--- config.mk ---
export PLATFORM = sky130hd
export DESIGN_NAME = lkfs_front
export DESIGN_NICKNAME = d
export VERILOG_FILES = /design/src/hw/rtl/lkfs_pkg.sv /design/src/hw/rtl/lkfs_front.sv
export SDC_FILE = /design/constraint.sdc
export NUM_CORES = 1
export LEC_CHECK = 0
export BUFFER_PORTS_ARGS = -buffer_cell sky130_fd_sc_hd__buf_2
export CAP_MARGIN = 20
export CORE_AREA = 2 2 75 77
export CTS_BUF_LIST = sky130_fd_sc_hd__clkbuf_16
export CTS_CLUSTER_SIZE = 12
export DETAILED_ROUTE_END_ITERATION = 7
export DIE_AREA = 0 0 77 79
export PLACE_DENSITY_LB_ADDON = 0.08
export RECOVER_POWER = 100
export SYNTH_ARGS = -nofsm -noshare
export SYNTH_HDL_FRONTEND = slang
export SYNTH_SLANG_ARGS = --single-unit
--- constraint.sdc ---
create_clock -name clk_i -period 3.25 [get_ports clk_i]
set_clock_uncertainty 0.15 [all_clocks]
set_input_delay 0.1625 -clock clk_i [delete_from_list [all_inputs] [get_ports clk_i]]
set_output_delay 0.1625 -clock clk_i [all_outputs]
set_load 0.02 [all_outputs]
--- src/hw/rtl/lkfs_pkg.sv ---
// Shared types, constants and a helper function of the Lucas-Kanade flow solver.
`default_nettype none
package lkfs_pkg;

  localparam int IMG_W = 64;
  localparam int IMG_H = 64;
  localparam int WIN_R = 2;

  localparam int PIX_XW = 6;
  localparam int PIX_YW = 6;
  localparam int VAL_W = 8;
  localparam int FLOW_W = 32;

  localparam int ADDR_W = $clog2(IMG_W * IMG_H);
  localparam int DIM_W = $clog2((IMG_W > IMG_H) ? IMG_W : IMG_H);
  localparam int C_W = ((DIM_W > PIX_XW) ? DIM_W : PIX_XW) + 2;

  localparam int TAPS = (2 * WIN_R + 1) * (2 * WIN_R + 1);
  localparam int PROD_W = 2 * VAL_W + 1;
  localparam int SUM_W = PROD_W + $clog2(TAPS) + 1;
  localparam int MUL_W = 2 * SUM_W;
  localparam int NUM_W = MUL_W + 1;
  localparam int FRAC_W = 16;
  localparam int DIVD_W = NUM_W + FRAC_W;

  localparam int Q_DEPTH = 2;

  localparam logic KIND_LOAD = 1'b0;
  localparam logic KIND_QUERY = 1'b1;

  localparam logic signed [C_W-1:0] COL_MAX = C_W'(IMG_W - 1);
  localparam logic signed [C_W-1:0] ROW_MAX = C_W'(IMG_H - 1);

  typedef struct packed {
    logic              kind;
    logic [PIX_XW-1:0] pixel_x;
    logic [PIX_YW-1:0] pixel_y;
    logic [VAL_W-1:0]  first_value;
    logic [VAL_W-1:0]  second_value;
  } in_item_t;

  typedef struct packed {
    logic signed [FLOW_W-1:0] flow_x;
    logic signed [FLOW_W-1:0] flow_y;
    logic                     solved;
  } out_item_t;

  typedef struct packed {
    logic             start;
    logic             neg;
    logic [NUM_W-1:0] mag;
    logic [NUM_W-1:0] den;
  } div_req_t;

  typedef struct packed {
    logic              done;
    logic [FLOW_W-1:0] quot;
  } div_rsp_t;

  // Clamps a window coordinate pair to the image and forms the linear address.
  function automatic logic [ADDR_W-1:0] pix_addr(input logic signed [C_W-1:0] col,
                                                 input logic signed [C_W-1:0] row);
    logic signed [C_W-1:0] c;
    logic signed [C_W-1:0] r;
    c = col;
    r = row;
    if (col < 0) begin
      c = '0;
    end else if (col > COL_MAX) begin
      c = COL_MAX;
    end
    if (row < 0) begin
      r = '0;
    end else if (row > ROW_MAX) begin
      r = ROW_MAX;
    end
    return ADDR_W'(unsigned'(r)) * ADDR_W'(IMG_W) + ADDR_W'(unsigned'(c));
  endfunction

endpackage
`default_nettype wire

--- src/hw/rtl/lkfs_front.sv ---
// Front end: accepts items, drops loads outside the image and queues the rest.
`default_nettype none
module lkfs_front import lkfs_pkg::*; (
  input  wire logic     clk_i,
  input  wire logic     rst_ni,
  input  wire logic     in_valid_i,
  output logic          in_ready_o,
  input  wire in_item_t in_data_i,
  output logic          q_valid_o,
  input  wire logic     q_ready_i,
  output in_item_t      q_item_o
);

  localparam int PtrW = $clog2(Q_DEPTH);
  localparam int CntW = $clog2(Q_DEPTH + 1);

  in_item_t          fifo_q [Q_DEPTH];
  logic [PtrW-1:0]   wr_ptr_q, rd_ptr_q;
  logic [CntW-1:0]   cnt_q;
  logic              in_image;
  logic              push, pop;

  assign in_image = (int'(in_data_i.pixel_x) < IMG_W) && (int'(in_data_i.pixel_y) < IMG_H);
  assign in_ready_o = (cnt_q != CntW'(Q_DEPTH));
  // A query is always kept; a load outside the image is accepted and dropped.
  assign push = in_valid_i && in_ready_o && (in_data_i.kind == KIND_QUERY || in_image);
  assign q_valid_o = (cnt_q != '0);
  assign pop = q_valid_o && q_ready_i;
  assign q_item_o = fifo_q[rd_ptr_q];

  always_ff @(posedge clk_i or negedge rst_ni) begin
    if (!rst_ni) begin
      wr_ptr_q <= '0;
      rd_ptr_q <= '0;
      cnt_q    <= '0;
    end else begin
      if (push) begin
        wr_ptr_q <= (int'(wr_ptr_q) == Q_DEPTH - 1) ? '0 : wr_ptr_q + PtrW'(1);
      end
      if (pop) begin
        rd_ptr_q <= (int'(rd_ptr_q) == Q_DEPTH - 1) ? '0 : rd_ptr_q + PtrW'(1);
      end
      if (push && !pop) begin
        cnt_q <= cnt_q + CntW'(1);
      end else if (pop && !push) begin
        cnt_q <= cnt_q - CntW'(1);
      end
    end
  end

  always_ff @(posedge clk_i) begin
    if (push) begin
      fifo_q[wr_ptr_q] <= in_data_i;
    end
  end

endmodule
`default_nettype wire

==> run metrics, run 1 <==
outcome complete, but fails checks; failing checks max-capacitance violations, max-slew violations; clk slew on worst S/H paths ~0.050 ns; Ports 64; remaining antenna violation count 0; post-CTS setup buffer count 0; die width between 70 and 80 um; VDD IR-drop max 0.0004885 V; Worst Setup Start Kind flop; multiplexer share of the synthesized area 14.12%; Max Cap Viol 2; crit path DAT 2.27 ns; Initial DRC Count between 50 and 60; CTS tree yes; sequential share of the synthesized area 79.61%; WP buf/inv 1; Ant. Diodes 0; simple-gate share of the synthesized area between 2 and 2.5%; drt via density 4.567; largest family of logic cells by synthesized area multiplexers; # hold bufs at CTS 31; pwr dens 921.7 nW/um^2; switch share 30.05%; NetSw approximately 0.0009 W; post-place setup slack between 1 and 1.5 ns; Synth area leaders edfxtp_1, mux2_2, dfrtp_1, buf_6, xnor2_1; critical path's slowest cell clkbuf_1; post-synthesis xor/xnor area fraction between 1.5 and 2%; Hold WC Path Type input port to flop; critical path endpoint category flop; initial core utilization 43.34%; post-synthesis adder-cell area fraction 0.5408%; grt total ovfl 0; Post-Synthesis Cells about 110; Flop pwr share 39.5%; syn_area_per_cell 21.42 um^2; CP max stage delay 1.22 ns; largest net degree at the start of global routing 30; Clk pwr share 31.7%; Worst Slack Setup Final 0.7334 ns; Post-CTS Resized 0; die area 6083 um^2; clk_lat worst skew 0.31 ns; unique cell type count in the Yosys netlist 14; synthesis-stage register bit count between 60 and 70; nets@finish approximately 250; Internal 0.002094 W; core box area 5338 um^2; share of the synthesized area in the top cell type approximately three quarters; Max Clk Rate 0.3974 GHz; buffer levels on the longest clock path 2; RSZ-0062 raised after global routing no; CP cell instances nand2b_1, and3_1, clkbuf_1; Crit path max-delay family buffers and inverters; layout cells sized above 1 28.57%; routability cong. 0.6242; total number of vias 1320; FILL cells ~450; dpl hpwl 2391 um; Hold Violations, Final 0; # port buffers 63; Post-Layout Cell Count 289; data required time of the worst path 3.00 ns; tightest hold margin slightly above 0.04 ns; Max-slew headroom -13.49%; H-Tree Depth 3; vias in the first global route 1417; total CTS buffers 9; Worst Tran Pin Value 1.702 ns; Comb power frac 28.7%; CTS root buffer clkbuf_16; worst-path fanout max 29; Placed Cells 242; antenna violations before repair 0; fin crit share 77.43%; first-pass GRT wire length 6106 um; Leak between 1 and 1.5 nW; TNS Setup 0 ns; largest area contributor in the netlist edfxtp_1; routed len/inst 13.44 um; Synth Warn # 0; Mapped Area 2313 um^2; DRC 0; clock sink count between 60 and 70; final wirelength 3884 um; CP Class flop to flop; row count 27; Compound-Gate Fraction of Synth Area 0%; total track usage 13.53%; die span in y 79 um; Final Max Slew Viols 30; Layout area overhead 40.40%; Final Setup Violations 0; Net Count, Synth 142; minimum clock period between 2 and 3 ns; Pre-antenna DRT Iters 4
-- layer usage --
layer	up-vias	GRT usage (%)	wire length, um
li1	627	-	-
met1	642	14.06	1509
met2	43	24.91	2131
met3	8	3.182	171
met4	0	8.036	72
met5	-	0	0
-- power groups by stage --
stage                     logic, W  registers [W]  clock network [W]
final                     0.000860        0.00118           0.000949
after global routing      0.000926        0.00120            0.00101
after CTS                 0.000941        0.00119           0.000974
after detailed placement  0.000905        0.00120                  0
after global placement    0.000900        0.00119                  0
after floorplan           0.000689        0.00116                  0
-- sequential cells by signal, indices dropped and copies added, names as in the netlist --
register and cells:
rd_ptr_q 1, fifo_q 58, cnt_q 2, wr_ptr_q 1
-- layout make-up --
class | count | area, um^2 | area share (%)
Clock buffer | 9 | 225.2 | 6.934
Clock inverter | 7 | 81.33 | 2.504
Inverter | 1 | 3.754 | 0.1156
Multi-Input combinational cell | 42 | 426.7 | 13.14
Sequential cell | 62 | 1842 | 56.70
Tap cell | 72 | 90.09 | 2.773
Timing Repair Buffer | 96 | 579.3 | 17.84
-- stage by stage --
step	instance area [um^2]	power, W	utilization (%)
global route	3248	0.003139	60.85
CTS	3324	0.003101	62.28
finish	3248	0.002994	60.85
detailed placement	2708	0.002105	50.73
global placement	2708	0.002086	50.73
floorplan	2313	0.001853	-
-- cells in the mapped netlist, drive strengths merged --
master / number
edfxtp: 58
mux2: 29
dfrtp: 4
buf: 3
xnor2: 3
nand2: 2
nor2: 2
xor2: 2
and3: 1
ha: 1
inv: 1
nand2b: 1
or2: 1
-- layout by cell type, fill, tap and decap left out --
master          n
edfxtp_1       58
clkbuf_1       47
dlygate4sd3_1  31
mux2_2         29
buf_2          17
clkbuf_16       9
dfrtp_1         4
inv_1           3
xnor2_1         3
xor2_1          2
bufinv_16       2
clkinv_2        2
nand2b_1        1
nand2_1         1
or2_0           1
nand2_4         1
and3_1          1
nor2_2          1
nor2_1          1
ha_1            1
clkinv_1        1
buf_4           1
-- worst paths after layout --
kind                                       from                     end  slack, ns  depth (start not counted)
setup reg to reg           cnt_q[0]$_DFFE_PN0P_  fifo_q[1][5]$_DFFE_PP_       0.73                          3
hold reg to reg            cnt_q[1]$_DFFE_PN0P_    cnt_q[1]$_DFFE_PN0P_       0.34                          1
setup / recovery           cnt_q[0]$_DFFE_PN0P_  fifo_q[1][5]$_DFFE_PP_       0.73                          3
hold / removal                       in_valid_i    wr_ptr_q$_DFFE_PN0P_       0.04                          3
max in group asynchronous                rst_ni    wr_ptr_q$_DFFE_PN0P_       2.68                          2
min in group asynchronous                rst_ni    cnt_q[0]$_DFFE_PN0P_       0.08                          2
-- worst min-delay path, delay by kind of cell --
kind                      cells  cell delay, ns
and+or+nand+nor               1            0.12
buffers and inverters         1            0.10
xor gates and xnor gates      1            0.07
-- cells by family after synthesis --
| group | after synthesis |
|---|---|
| mux | 29 |
| xor+xnor | 5 |
| buf+inv | 4 |
| flops | 62 |
| simple gates | 7 |
| fa+ha+maj | 1 |
Power figures use the tool's default switching activity.
==> inputs of run 2 (changes only) <==
==> constraint.sdc (replaced) <==
create_clock -name clk_i -period 2.1 [get_ports clk_i]
set_clock_uncertainty 0.15 [all_clocks]
set_input_delay 0.105 -clock clk_i [delete_from_list [all_inputs] [get_ports clk_i]]
set_output_delay 0.105 -clock clk_i [all_outputs]
set_load 0.02 [all_outputs]
==> run 2 against run 1 <==
  * The run now ends clean
  * Sequential cell count unchanged
  * Combinational power up 65%
  * Die area stayed put
  * Wire length up 9.5%
  * Worst hold slack improved by 0.30 ns
  * Sequential power increased by 54%
  * Power grew 48%
  * Non-clock buffer count up 4
  * Design area shrank 0.35%
  * Sequential share of layout area increased by 0.20 points
  * Core utilization decreased by 0.21 points
  * Largest cell class unchanged
==> run metrics, run 2 (synthesized netlist as in run 1, its figures left out) <==
outcome complete, no violations; Ant. Diodes 0 (unchanged); Max-slew headroom 49.64% (+63 points); critical path's slowest cell dfrtp_1; Hold Violations, Final 0 (unchanged); grt total ovfl 0 (unchanged); Hold WC Path Type flop to flop; dpl hpwl 2639 um (+10%); area of the multi-input gates 426.7 um^2 (unchanged); Final Setup Violations 0 (unchanged); number of flip-flops in the largest register 58 (unchanged); Initial DRC Count 44 (-20%); pwr dens 1372 nW/um^2 (+49%); Design Area, Final 3237 um^2 (-0.35%); total number of vias 1318 (-0.15%); buffer levels on the longest clock path 2 (unchanged); Largest Register fifo_q; CTS root buffer clkbuf_16; TNS Setup 0 ns (unchanged); die width 77 um (unchanged); crit path DAT 1.68 ns (-0.59 ns); minimum clock period 1.932 ns; Worst Setup Start Kind flop; routed len/inst 14.62 um (+8.7%); CP Class flop to output port; DRC 0 (unchanged); RSZ-0062 raised after global routing no; Layout area overhead 39.91%; FILL cells 437 (-3.3%); remaining antenna violation count 0 (unchanged); initial core utilization 43.34% (unchanged); Pre-antenna DRT Iters 4 (unchanged); H-Tree Depth 3 (unchanged); antenna violations before repair 0 (unchanged); clk slew on worst S/H paths 0.05 ns (about the same); VDD IR-drop max 0.0007332 V (+50%); die span in y 79 um (unchanged); fin crit share 91.98%; Leak 1.163 nW (-0.41%); Storage cell area 1842 um^2 (unchanged); tightest hold margin 0.3391 ns (+0.2981 ns); vias in the first global route 1469 (+3.7%); worst-path fanout max 9 (-69%); core box area 5338 um^2 (unchanged); data required time of the worst path 1.85 ns (-1.15 ns); total track usage 15.18% (+1.7 points); largest net degree at the start of global routing 30 (unchanged); Post-CTS Resized 0 (unchanged); commonest non-fill, non-tap cells in the layout edfxtp_1, clkbuf_1, dlygate4sd3_1; fin util 60.64% (-0.21 points); commonest non-fill, non-tap cell in the layout edfxtp_1; Max Cap Viol 0 (-2); critical path endpoint category output port; Ports 64 (unchanged); routability cong. 0.7081 (+13%); CP max stage delay 0.59 ns (-0.63 ns); Max Clk Rate slightly above 0.5 GHz; largest registers fifo_q (58), cnt_q (2); CTS tree yes; die area 6083 um^2 (unchanged); Final Max Slew Viols 0 (-100%); Placed Area 2743 um^2 (+1.3%); clock sink count 62 (unchanged); CP cell instances buf_4, mux2_2, clkbuf_1; layout cells sized above 1 28.31% (-0.26 points); # port buffers 63 (unchanged); clk_lat worst skew 0.31 ns (about the same); drt via density 4.529 (-0.84%); row count 27 (unchanged); total CTS buffers 9 (unchanged); r2r setup slk 0.24 ns (-0.49 ns); final wirelength 4253 um (+9.5%); nets@finish 250 (+1.6%); Worst Tran Pin Value 0.7554 ns (-0.9470 ns); first-pass GRT wire length 6775 um (+11%)
==> run 2: worst max-delay path, delay by kind of cell, from the launching register on <==
family                 cells  cell delay, ns
buffers and inverters      2            0.43
flip-flops                 1            0.59
multiplexers               1            0.34
==> run 2: cell type report <==
class                           instances  area share, %
Clock buffer                            9          6.958
Multi-Input combinational cell         42          13.18
Timing Repair Buffer                  100          19.44
Sequential cell                        62          56.90
Clock inverter                          5         0.6185
Tap cell                               72          2.783
Inverter                                1         0.1160
==> run 2: through the flow <==
stage               setup WS (ns)  power, W  instances
finish                     0.1685  0.004442        291
detailed placement         0.4561  0.003343        244
global placement           0.5356  0.003300        244
CTS                        0.1236  0.004628        291
global route              0.08261  0.004659        291
floorplan                 0.09657  0.002869        108
==> run 2: power breakdown <==
part | switching (W) | internal (W)
Sequential | 0.000115 | 0.00171
Combinational | 0.000855 | 0.000565
Clock | 0.000442 | 0.000761
==> run 2: path summary, 6_finish.rpt <==
| check | end | cells past startpoint | from |
|---|---|---|---|
| worst min register to register | cnt_q[1]$_DFFE_PN0P_ | 1 | cnt_q[1]$_DFFE_PN0P_ |
| max in group asynchronous | cnt_q[1]$_DFFE_PN0P_ | 3 | rst_ni |
| worst max register to register | fifo_q[1][8]$_DFFE_PP_ | 3 | cnt_q[0]$_DFFE_PN0P_ |
| min in group asynchronous | rd_ptr_q$_DFFE_PN0P_ | 3 | rst_ni |
| worst max-delay path | q_item_o[16] | 3 | rd_ptr_q$_DFFE_PN0P_ |
| worst min-delay path | cnt_q[1]$_DFFE_PN0P_ | 1 | cnt_q[1]$_DFFE_PN0P_ |
==> run 2: what timing repair did <==
action                                  in CTS  in global routing
hold buffers                                33                  0
endpoints found under the hold margin       64                  0
endpoints found under the setup margin       0                  0
buffers inserted                             0                  0
==> run 2: per-layer routing <==
layer	global-route usage, %	vias up	share of wire (%)
met2	25.00	44	51
li1	-	635	-
met1	17.22	635	42
met4	8.929	0	1.2
met5	0	-	0
met3	5.341	4	6.0
